**src/rtl/tpt_pkg.sv**
```systemverilog
// Shared constants, register indexes and types for the touch point press tracker.
// No dependencies; imported by tpt_axis_map, touch_point_press_tracker, tpt_checker and the testbench.
package tpt_pkg;

  localparam int unsigned CoordW    = 12;
  localparam int unsigned TimeW     = 32;
  localparam int unsigned SlopW     = 8;
  localparam int unsigned IntervalW = 16;
  localparam int unsigned CfgIndexW = 4;
  localparam int unsigned CfgDataW  = 16;
  localparam int unsigned InDataW   = 72;
  localparam int unsigned OutDataW  = 64;

  localparam logic [7:0]       CountMask = 8'h0F;
  localparam logic [TimeW-1:0] StaleMs   = 32'd100;

  // Configuration register indexes
  localparam logic [CfgIndexW-1:0] CfgAxisMode      = 4'd0;
  localparam logic [CfgIndexW-1:0] CfgRawMinX       = 4'd1;
  localparam logic [CfgIndexW-1:0] CfgRawMaxX       = 4'd2;
  localparam logic [CfgIndexW-1:0] CfgRawMinY       = 4'd3;
  localparam logic [CfgIndexW-1:0] CfgRawMaxY       = 4'd4;
  localparam logic [CfgIndexW-1:0] CfgTapSlop       = 4'd5;
  localparam logic [CfgIndexW-1:0] CfgReleaseSlop   = 4'd6;
  localparam logic [CfgIndexW-1:0] CfgSampleInterval = 4'd7;

  // Reset values of the configuration registers
  localparam logic [2:0]           RstAxisMode       = 3'd0;
  localparam logic [CoordW-1:0]    RstRawMinX        = 12'd0;
  localparam logic [CoordW-1:0]    RstRawMaxX        = 12'd479;
  localparam logic [CoordW-1:0]    RstRawMinY        = 12'd0;
  localparam logic [CoordW-1:0]    RstRawMaxY        = 12'd799;
  localparam logic [SlopW-1:0]     RstTapSlop        = 8'd12;
  localparam logic [SlopW-1:0]     RstReleaseSlop    = 8'd24;
  localparam logic [IntervalW-1:0] RstSampleInterval = 16'd10;

  // Per-axis mapping setup handed to the axis mapper
  typedef struct packed {
    logic [CoordW-1:0] lo;
    logic [CoordW-1:0] hi;
    logic              flip;
  } axis_cfg_t;

endpackage

```
**src/rtl/touch_point_press_tracker.sv**
```systemverilog
// Top level of the touch point press tracker: poll gating, press tracking, stream ports.
// Depends on tpt_pkg and instantiates tpt_axis_map for each axis.
//
//  channel   | direction | handshake                 | payload
//  ----------+-----------+---------------------------+------------------------------------
//  s_axis    | in        | s_axis_tvalid_i/tready_o  | tdata: poll bytes, tuser: read_ok
//  m_axis    | out       | m_axis_tvalid_o/tready_i  | tdata: tracker view, tuser: sampled
//  cfg       | in        | cfg_valid_i/cfg_ready_o   | cfg_index_i, cfg_data_i
//
// Each word is held in an input register, then decoded and folded into the tracker
// state combinationally while its result is written to the output register, so one word
// passes per cycle unless the output stalls, and each result leaves from the output register.
// The limiting path is the 32-bit time compare and subtract in front of the state.
// A stalled output holds the output register and the input register; a new word is
// still taken into the input register while a result waits, as long as that is empty.
// Reset clears the tracker state to zero and loads the default configuration.
// cfg_ready_o is always high: registers are written in the cycle they are offered.
module touch_point_press_tracker (
  input  logic                              clk_i,
  input  logic                              rst_ni,
  // tdata, lowest bit up: now_ms[31:0], count_byte[39:32], x_high_byte[47:40],
  // x_low_byte[55:48], y_high_byte[63:56], y_low_byte[71:64]
  input  logic [tpt_pkg::InDataW-1:0]       s_axis_tdata_i,
  // tuser: read_ok
  input  logic                              s_axis_tuser_i,
  input  logic                              s_axis_tvalid_i,
  output logic                              s_axis_tready_o,
  // tdata, lowest bit up: is_pressed[0], point_valid[1], point_x[13:2],
  // point_y[25:14], press_event[26], release_event[27], held_ms[59:28],
  // beyond_tap[60], beyond_release[61], zero fill[63:62]
  output logic [tpt_pkg::OutDataW-1:0]      m_axis_tdata_o,
  // tuser: sampled
  output logic                              m_axis_tuser_o,
  output logic                              m_axis_tvalid_o,
  input  logic                              m_axis_tready_i,
  input  logic                              cfg_valid_i,
  output logic                              cfg_ready_o,
  input  logic [tpt_pkg::CfgIndexW-1:0]     cfg_index_i,
  input  logic [tpt_pkg::CfgDataW-1:0]      cfg_data_i
);
  import tpt_pkg::*;

  // ---------------------------------------------------------------- configuration
  logic [2:0]           axis_mode_q;
  logic [CoordW-1:0]    raw_min_x_q, raw_max_x_q, raw_min_y_q, raw_max_y_q;
  logic [SlopW-1:0]     tap_slop_q, release_slop_q;
  logic [IntervalW-1:0] sample_interval_q;

  assign cfg_ready_o = 1'b1;

  always_ff @(posedge clk_i or negedge rst_ni) begin
    if (!rst_ni) begin
      axis_mode_q       <= RstAxisMode;
      raw_min_x_q       <= RstRawMinX;
      raw_max_x_q       <= RstRawMaxX;
      raw_min_y_q       <= RstRawMinY;
      raw_max_y_q       <= RstRawMaxY;
      tap_slop_q        <= RstTapSlop;
      release_slop_q    <= RstReleaseSlop;
      sample_interval_q <= RstSampleInterval;
    end else if (cfg_valid_i) begin
      unique case (cfg_index_i)
        CfgAxisMode:       axis_mode_q       <= cfg_data_i[2:0];
        CfgRawMinX:        raw_min_x_q       <= cfg_data_i[CoordW-1:0];
        CfgRawMaxX:        raw_max_x_q       <= cfg_data_i[CoordW-1:0];
        CfgRawMinY:        raw_min_y_q       <= cfg_data_i[CoordW-1:0];
        CfgRawMaxY:        raw_max_y_q       <= cfg_data_i[CoordW-1:0];
        CfgTapSlop:        tap_slop_q        <= cfg_data_i[SlopW-1:0];
        CfgReleaseSlop:    release_slop_q    <= cfg_data_i[SlopW-1:0];
        CfgSampleInterval: sample_interval_q <= cfg_data_i;
        default: ;  // unknown index: drop the write
      endcase
    end
  end

  // ---------------------------------------------------------------- input register
  logic                s1_valid_q;
  logic [InDataW-1:0]  s1_data_q;
  logic                s1_ok_q;
  logic                out_valid_q;
  logic                advance;

  // Advance the input word whenever the output register is empty or being drained
  assign advance         = s1_valid_q && (!out_valid_q || m_axis_tready_i);
  assign s_axis_tready_o = !s1_valid_q || advance;

  always_ff @(posedge clk_i or negedge rst_ni) begin
    if (!rst_ni) begin
      s1_valid_q <= 1'b0;
    end else if (s_axis_tready_o) begin
      s1_valid_q <= s_axis_tvalid_i;
    end
  end

  always_ff @(posedge clk_i) begin
    if (s_axis_tready_o && s_axis_tvalid_i) begin
      s1_data_q <= s_axis_tdata_i;
      s1_ok_q   <= s_axis_tuser_i;
    end
  end

  // ---------------------------------------------------------------- field unpack
  logic [TimeW-1:0]  now_ms;
  logic [7:0]        count_byte;
  logic [CoordW-1:0] raw_x, raw_y;
  logic [CoordW-1:0] sel_x, sel_y;

  assign now_ms     = s1_data_q[31:0];
  assign count_byte = s1_data_q[39:32] & CountMask;
  assign raw_x      = {s1_data_q[43:40], s1_data_q[55:48]};
  assign raw_y      = {s1_data_q[59:56], s1_data_q[71:64]};
  // Swap axes before mapping; the x limits always apply to the x output
  assign sel_x      = axis_mode_q[0] ? raw_y : raw_x;
  assign sel_y      = axis_mode_q[0] ? raw_x : raw_y;

  axis_cfg_t         cfg_x, cfg_y;
  logic [CoordW-1:0] map_x, map_y;

  assign cfg_x = '{lo: raw_min_x_q, hi: raw_max_x_q, flip: axis_mode_q[1]};
  assign cfg_y = '{lo: raw_min_y_q, hi: raw_max_y_q, flip: axis_mode_q[2]};

  tpt_axis_map u_map_x (
    .cfg_i   (cfg_x),
    .raw_i   (sel_x),
    .coord_o (map_x)
  );

  tpt_axis_map u_map_y (
    .cfg_i   (cfg_y),
    .raw_i   (sel_y),
    .coord_o (map_y)
  );

  // ---------------------------------------------------------------- tracker state
  logic [TimeW-1:0]  next_sample_q, next_sample_d;
  logic              pressed_q, pressed_d;
  logic              valid_q, valid_d;
  logic [CoordW-1:0] cur_x_q, cur_x_d, cur_y_q, cur_y_d;
  logic [TimeW-1:0]  cur_time_q, cur_time_d;
  logic [CoordW-1:0] down_x_q, down_x_d, down_y_q, down_y_d;
  logic [TimeW-1:0]  down_time_q, down_time_d;
  logic              beyond_tap_q, beyond_tap_d;
  logic              beyond_rel_q, beyond_rel_d;
  logic [TimeW-1:0]  last_hold_q, last_hold_d;

  logic              sampled, press_evt, release_evt;
  logic              do_release;
  logic [CoordW-1:0] dx, dy;
  logic [TimeW-1:0]  age;

  assign age = now_ms - cur_time_q;
  assign dx  = (map_x > down_x_q) ? (map_x - down_x_q) : (down_x_q - map_x);
  assign dy  = (map_y > down_y_q) ? (map_y - down_y_q) : (down_y_q - map_y);

  always_comb begin
    next_sample_d = next_sample_q;
    pressed_d     = pressed_q;
    valid_d       = valid_q;
    cur_x_d       = cur_x_q;
    cur_y_d       = cur_y_q;
    cur_time_d    = cur_time_q;
    down_x_d      = down_x_q;
    down_y_d      = down_y_q;
    down_time_d   = down_time_q;
    beyond_tap_d  = beyond_tap_q;
    beyond_rel_d  = beyond_rel_q;
    last_hold_d   = last_hold_q;
    sampled       = 1'b0;
    press_evt     = 1'b0;
    do_release    = 1'b0;

    if (now_ms >= next_sample_q) begin
      sampled       = 1'b1;
      next_sample_d = now_ms + {{(TimeW-IntervalW){1'b0}}, sample_interval_q};
      if (!s1_ok_q) begin
        // Failed read: let go only of a touch whose last point has gone stale
        do_release = pressed_q && (age > StaleMs);
      end else if (count_byte == 8'd0) begin
        do_release = pressed_q;
      end else begin
        valid_d    = 1'b1;
        cur_x_d    = map_x;
        cur_y_d    = map_y;
        cur_time_d = now_ms;
        if (!pressed_q) begin
          pressed_d    = 1'b1;
          press_evt    = 1'b1;
          down_x_d     = map_x;
          down_y_d     = map_y;
          down_time_d  = now_ms;
          beyond_tap_d = 1'b0;
          beyond_rel_d = 1'b0;
        end else begin
          if ((dx > {4'd0, tap_slop_q}) || (dy > {4'd0, tap_slop_q})) begin
            beyond_tap_d = 1'b1;
          end
          if ((dx > {4'd0, release_slop_q}) || (dy > {4'd0, release_slop_q})) begin
            beyond_rel_d = 1'b1;
          end
        end
      end
    end

    if (do_release) begin
      pressed_d   = 1'b0;
      valid_d     = 1'b0;
      last_hold_d = now_ms - down_time_q;
    end
    release_evt = do_release;
  end

  always_ff @(posedge clk_i or negedge rst_ni) begin
    if (!rst_ni) begin
      next_sample_q <= '0;
      pressed_q     <= 1'b0;
      valid_q       <= 1'b0;
      cur_x_q       <= '0;
      cur_y_q       <= '0;
      cur_time_q    <= '0;
      down_x_q      <= '0;
      down_y_q      <= '0;
      down_time_q   <= '0;
      beyond_tap_q  <= 1'b0;
      beyond_rel_q  <= 1'b0;
      last_hold_q   <= '0;
    end else if (advance) begin
      next_sample_q <= next_sample_d;
      pressed_q     <= pressed_d;
      valid_q       <= valid_d;
      cur_x_q       <= cur_x_d;
      cur_y_q       <= cur_y_d;
      cur_time_q    <= cur_time_d;
      down_x_q      <= down_x_d;
      down_y_q      <= down_y_d;
      down_time_q   <= down_time_d;
      beyond_tap_q  <= beyond_tap_d;
      beyond_rel_q  <= beyond_rel_d;
      last_hold_q   <= last_hold_d;
    end
  end

  // ---------------------------------------------------------------- output register
  logic [OutDataW-1:0] out_data_q;
  logic                out_sampled_q;

  always_ff @(posedge clk_i or negedge rst_ni) begin
    if (!rst_ni) begin
      out_valid_q <= 1'b0;
    end else if (advance) begin
      out_valid_q <= 1'b1;
    end else if (m_axis_tready_i) begin
      out_valid_q <= 1'b0;
    end
  end

  // Capture the state as it stands after this word
  always_ff @(posedge clk_i) begin
    if (advance) begin
      out_sampled_q <= sampled;
      out_data_q    <= {2'b00, beyond_rel_d, beyond_tap_d, last_hold_d, release_evt,
                        press_evt, cur_y_d, cur_x_d, valid_d, pressed_d};
    end
  end

  assign m_axis_tvalid_o = out_valid_q;
  assign m_axis_tdata_o  = out_data_q;
  assign m_axis_tuser_o  = out_sampled_q;

  // ---------------------------------------------------------------- assertions
  a_no_event_unsampled: assert property (@(posedge clk_i) disable iff (!rst_ni)
    out_valid_q && !out_sampled_q |-> !out_data_q[26] && !out_data_q[27])
    else $error("press or release reported for a gated poll");

  a_press_release_excl: assert property (@(posedge clk_i) disable iff (!rst_ni)
    out_valid_q |-> !(out_data_q[26] && out_data_q[27]))
    else $error("press and release in the same result");

  a_pressed_has_point: assert property (@(posedge clk_i) disable iff (!rst_ni)
    pressed_q |-> valid_q)
    else $error("touch held without a valid point");

  a_release_drops_press: assert property (@(posedge clk_i) disable iff (!rst_ni)
    advance && release_evt |=> !pressed_q && $past(pressed_q))
    else $error("release without a held touch");

  a_gate_holds_time: assert property (@(posedge clk_i) disable iff (!rst_ni)
    advance && !sampled |=> $stable(next_sample_q) && $stable(pressed_q))
    else $error("gated poll changed tracker state");

endmodule

```
**src/rtl/tpt_axis_map.sv**
```systemverilog
// Maps one raw 12-bit axis value onto 0..range with clamping and optional flip.
// Depends on tpt_pkg for coordinate width and the axis_cfg_t struct.
module tpt_axis_map (
  input  tpt_pkg::axis_cfg_t          cfg_i,
  input  logic [tpt_pkg::CoordW-1:0]  raw_i,
  output logic [tpt_pkg::CoordW-1:0]  coord_o
);
  import tpt_pkg::*;

  logic [CoordW-1:0] span;
  logic [CoordW-1:0] mapped;

  always_comb begin
    span = (cfg_i.hi > cfg_i.lo) ? (cfg_i.hi - cfg_i.lo) : '0;
    if ((cfg_i.hi <= cfg_i.lo) || (raw_i <= cfg_i.lo)) begin
      mapped = '0;
    end else if (raw_i >= cfg_i.hi) begin
      mapped = span;
    end else begin
      mapped = raw_i - cfg_i.lo;
    end
    coord_o = cfg_i.flip ? (span - mapped) : mapped;
  end

endmodule

```
**config.mk**
```make
export PLATFORM = sky130hd
export DESIGN_NAME = touch_point_press_tracker
export DESIGN_NICKNAME = d
export VERILOG_FILES = /design/src/rtl/tpt_pkg.sv /design/src/rtl/touch_point_press_tracker.sv /design/src/rtl/tpt_axis_map.sv
export SDC_FILE = /design/constraint.sdc
export NUM_CORES = 1
export LEC_CHECK = 0
export ABC_CLOCK_PERIOD_IN_PS = 9050
export BUFFER_PORTS_ARGS = -buffer_cell sky130_fd_sc_hd__buf_2
export CAP_MARGIN = 20
export CELL_PAD_IN_SITES_DETAIL_PLACEMENT = 2
export CELL_PAD_IN_SITES_GLOBAL_PLACEMENT = 2
export CORE_MARGIN = 2
export CORE_UTILIZATION = 37
export CTS_BUF_LIST = sky130_fd_sc_hd__clkbuf_16
export DETAILED_ROUTE_END_ITERATION = 16
export HOLD_SLACK_MARGIN = 0.08
export PLACE_DENSITY = 0.89
export SYNTH_ARGS = -nofsm -noshare
export SYNTH_HDL_FRONTEND = slang
export SYNTH_SLANG_ARGS = --single-unit
```
**constraint.sdc**
```tcl
create_clock -name clk_i -period 9.05 [get_ports clk_i]
set_input_delay 1.3575 -clock clk_i [delete_from_list [all_inputs] [get_ports clk_i]]
set_output_delay 1.3575 -clock clk_i [all_outputs]
set_load 0.05 [all_outputs]
```
==> results of run 1 <==
per-layer routing:
layer | vias up | share of wire [%] | track usage, %
li1 | 10460 | - | -
met1 | 13940 | 35 | 39.32
met2 | 2431 | 44 | 56.30
met3 | 1143 | 11 | 7.222
met4 | 14 | 10 | 21.79
met5 | - | 0.053 | 0
worst paths after layout:
kind	from	end	slack [ns]	cells past startpoint
hold / removal	cur_y_q[6]$_DFFE_PN0P_	cur_y_q[6]$_DFFE_PN0P_	0.51	1
max in group asynchronous	rst_ni	next_sample_q[27]$_DFFE_PN0P_	6.92	2
hold reg to reg	cur_y_q[6]$_DFFE_PN0P_	cur_y_q[6]$_DFFE_PN0P_	0.51	1
setup / recovery	raw_min_y_q[1]$_DFFE_PN0P_	beyond_rel_q$_DFFE_PN0P_	-1.19	38
setup reg to reg	raw_min_y_q[1]$_DFFE_PN0P_	beyond_rel_q$_DFFE_PN0P_	-1.19	38
min in group asynchronous	rst_ni	raw_min_y_q[10]$_DFFE_PN0P_	0.69	1
sequential cells by signal, indices dropped and copies added (netlist names), 3 cells and up:
signal	flops
down_x_q	12
cur_x_q	12
last_hold_q	32
raw_max_x_q	12
s1_data_q	60
sample_interval_q	16
axis_mode_q	3
raw_max_y_q	12
raw_min_x_q	12
cur_time_q	32
down_y_q	12
m_axis_tdata_o	62
raw_min_y_q	12
release_slop_q	8
down_time_q	32
cur_y_q	12
next_sample_q	32
tap_slop_q	8
cell type report:
| type | instances | area share (%) |
|---|---|---|
| multi-input cells | 2075 | 51.37 |
| flip-flops and latches | 389 | 32.28 |
| repair buffers | 237 | 4.532 |
| well taps | 969 | 3.769 |
| clock buffers | 47 | 3.657 |
| inverters | 269 | 3.139 |
| clock inverters | 41 | 1.151 |
| diodes | 13 | 0.1011 |
cell usage in the layout, fill, tap and decap left out, types with 13 or more instances in the layout:
| cell type | instances |
|---|---|
| buf_2 | 149 |
| mux2i_1 | 22 |
| ha_1 | 263 |
| nor2b_1 | 33 |
| o21bai_1 | 18 |
| o21ai_1 | 24 |
| a21o_1 | 93 |
| diode_2 | 13 |
| a211oi_1 | 15 |
| and3_1 | 22 |
| or3_1 | 25 |
| a21oi_1 | 153 |
| o211ai_1 | 18 |
| xor2_1 | 27 |
| buf_4 | 80 |
| dfstp_2 | 21 |
| a211o_1 | 13 |
| a21oi_2 | 19 |
| clkinv_1 | 13 |
| edfxtp_1 | 124 |
| xnor2_1 | 95 |
| nand3_1 | 47 |
| nor2_1 | 129 |
| mux2_4 | 52 |
| nand2_1 | 233 |
| clkbuf_16 | 47 |
| nand2b_1 | 38 |
| mux2_2 | 156 |
| dfrtp_1 | 243 |
| o21a_1 | 25 |
| or2_2 | 13 |
| nor3_1 | 58 |
| nand4_1 | 28 |
| a31oi_1 | 14 |
| o21ai_0 | 177 |
| inv_1 | 278 |
cells in the mapped netlist, types with 15 or more instances:
library cell / instances
ha_1: 282
inv_1: 268
dfrtp_1: 244
nand2_1: 236
o21ai_0: 195
a21oi_1: 172
mux2_2: 156
nor2_1: 135
edfxtp_1: 124
xnor2_1: 100
a21o_1: 93
clkbuf_1: 61
nor3_1: 60
mux2_4: 52
nand3_1: 48
nand2b_1: 38
nor2b_1: 34
mux2i_1: 33
nand4_1: 28
xor2_1: 28
o21a_1: 26
or3_1: 25
and3_1: 22
dfstp_2: 21
o211ai_1: 18
o21bai_1: 18
a211oi_1: 16
o21ai_1: 16
o31ai_1: 16
a31oi_1: 15
logic make-up after synthesis:
kind of cell    count (synthesis)
buf+inv                       351
mux                           242
other cells                     2
fa+ha+maj                     295
compound gates                695
simple gates                  712
flops                         389
xor+xnor                      128
critical path: cells and delay by family, from the launching register on:
family | cells | cell delay, ns
muxes | 2 | 0.54
buffers and inverters | 5 | 0.80
and+or+nand+nor | 12 | 2.40
AOI/OAI and AO/OA | 13 | 4.14
DFF | 1 | 0.38
adders and majority gates | 4 | 1.37
xor gates and xnor gates | 2 | 0.42
through the flow:
stage	hold WS [ns]	TNS, ns	cells
after floorplan	0.4432	0	2815
after global placement	0.4612	0	3885
after detailed placement	0.4764	-1.726	3885
after CTS	0.5081	0	3987
after global routing	0.5300	-3.604	4031
final	0.5118	-4.291	4040
what timing repair did:
item	in CTS	in global routing
hold endpoints to repair	0	0
setup endpoints to repair	4	4
gates resized for setup	49	111
gates cloned	0	1
pin swaps	8	32
buffers inserted	14	38
==> flow_metrics.py, run 1 <==
metrics = {
    "sta": {
        "tightest_slew_ns": 1.413,
        "skew_ns": 0.03967,
        "hold_viol": 0,
        "slew_violations": 0,
        "fmax_mhz": 97.67,
        "setup_slack_ns": -1.188,
        "maxSlewHeadroom_pct": 5.547,
        "fin_crit_sh_pct": 113.1,
        "setup_viol": 4,
        "min_period_ns": 10.24,
    },
    "floorplanning": {
        "row_count": 100,
        "die-area_sq_um": 76820,
        "io_pins": 166,
        "fp.dieH_um": 277.2,
        "initial_core_util_pct": 37.21,
        "die_w_um": 277.2,
        "core_area_sq_um": 74200,
    },
    "synth": {
        "yosys.area_share.xor_xnor_pct": 4.061,
        "seq_area_frac_synth_pct": 37.60,
        "yosysTopAreaCell": "dfrtp_1",
        "avgSynthCellArea_sq_um": 9.811,
        "synth_top_family_by_area": "compound AO/OA/AOI/OAI gates",
        "synthCells": 2814,
        "yosys_warnings": 0,
        "synth_top_area_share_pct": 22.12,
        "synth.distinct_cells": 104,
        "synth_fa_ha_area_share_pct": 13.72,
        "synth_edf_count": 124,
        "synthTopCellsByArea": "dfrtp_1 (22%), edfxtp_1 (13%), ha_1 (13%), mux2_2 (6.4%), inv_1 (3.6%)",
        "ys_ff_latch": 389,
        "synth-compound-area-share_pct": 16.14,
        "yosys.area_share.simple_pct": 12.77,
        "synth_area_sq_um": 27610,
        "synthArstFlopShare_pct": 68.12,
        "synthMuxAreaShare_pct": 10.43,
        "synth_flop_cell": "dfrtp_1",
    },
    "place": {
        "pre_cts_slack_ns": -0.5812,
        "dpl_cell_area_sq_um": 29450,
        "place_hpwl_um": 73790,
        "gp_congestion": 0.8543,
        "port_buffers": 150,
    },
    "layout": {
        "multiInputGateArea_sq_um": 16520,
        "final_area_sq_um": 32160,
        "layout.area.seq_sq_um": 10380,
        "drive_above_1_share_pct": 22.47,
        "finalNetCount": 3412,
        "final_core_util_pct": 43.35,
        "synthToLayoutAreaGrowth_pct": 16.50,
        "fillers": 7677,
    },
    "flow_run": {
        "cap_violations": 0,
    },
    "critical_path": {
        "startpoint_type": "register",
        "cp-end-kind": "register",
        "slowest_delay_ns": 1.02,
        "crit_top_cell": "ha_1",
        "cp_slowest_cell": "o21ai_0",
        "worstPathArrival_ns": 10.72,
        "crit_fanout": 5,
        "crit_type": "register to register",
        "worstPathRequired_ns": 9.54,
    },
    "outcome": {
        "status": "finished, violations left",
        "violations": "negative setup slack",
    },
    "detailed_routing": {
        "drt_iter0_drc": 3290,
        "routed-via-count": 27990,
        "routedWlPerCell_um": 38.81,
        "drc": 0,
        "via_per_inst": 6.927,
        "firstDrtPassIters": 5,
        "routed_wl_um": 156800,
        "antenna_left": 0,
    },
    "grt": {
        "antenna_found_initial": 15,
        "grt_overflow_total": 0,
        "grt_usage_pct": 33.75,
        "first_global_vias": 28800,
        "grt_max_degree": 145,
        "grt_pass1_wl_um": 196900,
    },
    "cts": {
        "cts_root_buf": "clkbuf_16",
        "clkLatencyLatePin_ns": 0.67,
        "ctsHoldBuffers": 0,
        "numCtsBuffers": 47,
        "h-tree-depth": 2,
        "cts_tree": "built",
        "cts.path.max_buffers": 3,
        "cts.clk_slew.worst_paths_ns": 0.08,
        "clkSinkCount": 389,
    },
    "min_path": {
        "hold_class": "register to register",
    },
}
Power of run 1 is left out: the tool's default activity adds up to more than one toggle a clock period on the data nets, which glitch-free logic cannot reach.
==> inputs of run 2 (changes only) <==
--- a/config.mk
+++ b/config.mk
@@ -5,13 +5,14 @@
 export SDC_FILE = /design/constraint.sdc
 export NUM_CORES = 1
 export LEC_CHECK = 0
+export ABC_AREA = 1
 export ABC_CLOCK_PERIOD_IN_PS = 9050
 export BUFFER_PORTS_ARGS = -buffer_cell sky130_fd_sc_hd__buf_2
 export CAP_MARGIN = 20
 export CELL_PAD_IN_SITES_DETAIL_PLACEMENT = 2
 export CELL_PAD_IN_SITES_GLOBAL_PLACEMENT = 2
 export CORE_MARGIN = 2
-export CORE_UTILIZATION = 37
+export CORE_UTILIZATION = 33
 export CTS_BUF_LIST = sky130_fd_sc_hd__clkbuf_16
 export DETAILED_ROUTE_END_ITERATION = 16
 export HOLD_SLACK_MARGIN = 0.08
==> flow_metrics.py, run 2 <==
metrics = {
    "outcome": {
        "status": "finished, violations left",
        "violations": "negative setup slack",
    },
    "detailed_routing": {
        "firstDrtPassIters": 5,
        "drt_iter0_drc": 2488,
        "routed-via-count": 30360,
        "routedWlPerCell_um": 27.60,
        "routed_wl_um": 143700,
        "via_per_inst": 5.831,
        "drc": 0,
        "antenna_left": 0,
    },
    "synth": {
        "yosysTopAreaCell": "dfrtp_1",
        "synth_edf_count": 124,
        "seq_area_frac_synth_pct": 36.29,
        "synthCells": 3880,
        "avgSynthCellArea_sq_um": 7.373,
        "synth.distinct_cells": 51,
        "synthMostInstantiatedCell": "nand2_1",
        "synthTopCellsByArea": "dfrtp_1 (21%), nand2_1 (15%), edfxtp_1 (13%), ha_1 (12%), inv_1 (7.2%)",
        "synth_flop_cell": "dfrtp_1",
        "ys_ff_latch": 389,
        "synthTopCellsByCount": "nand2_1 (1,144), inv_1 (548), o21ai_0 (348), ha_1 (282), nor2_1 (247)",
        "yosys_warnings": 0,
        "synthArstFlopShare_pct": 68.12,
        "synth_area_sq_um": 28610,
        "synth_top_area_share_pct": 21.34,
    },
    "grt": {
        "met2_usage_pct": 49.29,
        "grt_usage_pct": 28.62,
        "grt_pass1_wl_um": 200200,
        "grt_max_degree": 117,
        "antenna_found_initial": 2,
        "use_met1_pct": 35.00,
        "busiest_layer": "met2",
        "grt_overflow_total": 0,
        "first_global_vias": 32630,
        "gr-usage-met3_pct": 4.151,
    },
    "critical_path": {
        "crit_type": "register to register",
        "startpoint_type": "register",
        "cp-end-kind": "register",
        "worstPathArrival_ns": 9.66,
        "path_delay_family": "simple AND/OR/NAND/NOR gates",
        "crit_top_cell": "nand2_1",
        "slowest_delay_ns": 0.52,
        "critPathBufInv": 7,
        "worstPathRequired_ns": 9.42,
        "cp_slowest_cell": "dfrtp_4",
        "crit_fanout": 12,
    },
    "layout": {
        "largest_reg_flops": 62,
        "finalNetCount": 4414,
        "final_cell_mix": "nand2_1 (1,137), inv_1 (557), o21ai_0 (343), ha_1 (278), nor2_1 (244)",
        "synthToLayoutAreaGrowth_pct": 12.96,
        "layout_commonest_cell": "nand2_1",
        "final_area_sq_um": 32310,
        "drive_above_1_share_pct": 8.813,
    },
    "cts": {
        "cts.path.max_buffers": 3,
        "cts_tree": "built",
        "clkLatencyLatePin_ns": 0.68,
        "h-tree-depth": 2,
        "cts.clk_slew.worst_paths_ns": 0.07,
        "clkSinkCount": 389,
        "numCtsBuffers": 49,
        "cts_root_buf": "clkbuf_16",
    },
    "sta": {
        "min_period_ns": 9.286,
        "fin_crit_sh_pct": 102.6,
        "hold_viol": 0,
        "setup_viol": 4,
        "skew_ns": 0.06261,
        "slew_violations": 0,
        "tightest_slew_ns": 1.056,
        "setup_slack_ns": -0.2355,
        "fmax_mhz": 107.7,
        "maxSlewHeadroom_pct": 29.60,
    },
    "floorplanning": {
        "die_w_um": 298.4,
        "core_area_sq_um": 85550,
        "fp.dieH_um": 298.4,
        "die-area_sq_um": 89060,
        "io_pins": 166,
        "row_count": 107,
        "initial_core_util_pct": 33.44,
    },
    "flow_run": {
        "cap_violations": 0,
    },
    "place": {
        "port_buffers": 150,
        "place_hpwl_um": 85980,
        "dpl_cell_area_sq_um": 30540,
        "gp_congestion": 0.8860,
        "pre_cts_slack_ns": 0.005366,
    },
    "min_path": {
        "hold_class": "register to register",
    },
}
==> run 2: cell types whose count changed after synthesis, sizes merged, moves of 66 or more <==
cell / previous run / this run
o21ai: 212 / 370
nor2: 137 / 258
inv: 269 / 561
nand2: 237 / 1150
mux2: 209 / 4
a21oi: 174 / 240
nand3: 48 / 177
a21o: 94 / 12
==> run 2: stage by stage <==
| step | utilization [%] | std cells | hold slack [ns] | TNS [ns] |
|---|---|---|---|---|
| 6_report | 37.77 | 5207 | 0.4745 | -0.6410 |
| 5_1_grt | 37.77 | 5206 | 0.5009 | -1.473 |
| 4_1_cts | 37.54 | 5198 | 0.4744 | 0 |
| 3_5_place_dp | 35.70 | 5106 | 0.4585 | 0 |
| 3_3_place_gp | 35.70 | 5106 | 0.4531 | 0 |
| 2_1_floorplan | - | 3881 | 0.4422 | 0 |
==> run 2: worst register-to-register path: cells and delay by family (launching register included) <==
| kind | cells | cell delay (ns) |
|---|---|---|
| AO/OA/AOI/OAI | 9 | 1.81 |
| adder cells (fa/ha/maj) | 5 | 1.80 |
| buffers and inverters | 7 | 0.66 |
| flip-flops | 1 | 0.52 |
| XOR/XNOR | 2 | 0.50 |
| multiplexers | 1 | 0.31 |
| AND/OR/NAND/NOR | 23 | 3.40 |
==> run 2: cells by family after synthesis <==
kind of cell    synth area share (%)
simple gates                   24.90
compound gates                 12.84
buf+inv                        8.870
flops                          36.29
fa+ha+maj                      13.24
xor+xnor                       3.460
mux                           0.3674
other cells                  0.02625
==> run 2: layer usage <==
layer / vias to the layer above / routed length [um]
met2: 1520 / 67920
met5: - / 14
met3: 619 / 9498
li1: 12920 / -
met4: 2 / 9599
met1: 15310 / 56670
==> run 2: cell type report <==
type                            instances  area [sq um]
Sequential cell                       389         10390
Tap cell                             1144          1431
Inverter                              563          2118
Fill cell                            9963         53230
Timing Repair Buffer                  178          1003
Clock inverter                         42         316.6
Clock buffer                           50          1251
Antenna cell                            1         2.502
Multi-Input combinational cell       2840         15810
==> run 2: worst paths after layout <==
check,startpoint,end,slack [ns],depth (start not counted)
setup / recovery,axis_mode_q[0]$_DFFE_PN0P_,m_axis_tdata_o[60]$_DFFE_PP_,-0.24,47
hold / removal,last_hold_q[6]$_DFFE_PN0P_,last_hold_q[6]$_DFFE_PN0P_,0.47,2
setup reg to reg,axis_mode_q[0]$_DFFE_PN0P_,m_axis_tdata_o[60]$_DFFE_PP_,-0.24,47
hold reg to reg,last_hold_q[6]$_DFFE_PN0P_,last_hold_q[6]$_DFFE_PN0P_,0.47,2
max in group asynchronous,rst_ni,last_hold_q[18]$_DFFE_PN0P_,6.70,2
min in group asynchronous,rst_ni,raw_min_x_q[9]$_DFFE_PN0P_,0.83,1
==> run 2: timing repair <==
item / in CTS / in global routing
hold buffers: 0 / 0
gates resized for setup: 5 / 32
endpoints found under the setup margin: 4 / 4
pin swaps: 0 / 3
setup buffers: 0 / 6
Power of run 2 is left out for the same reason.
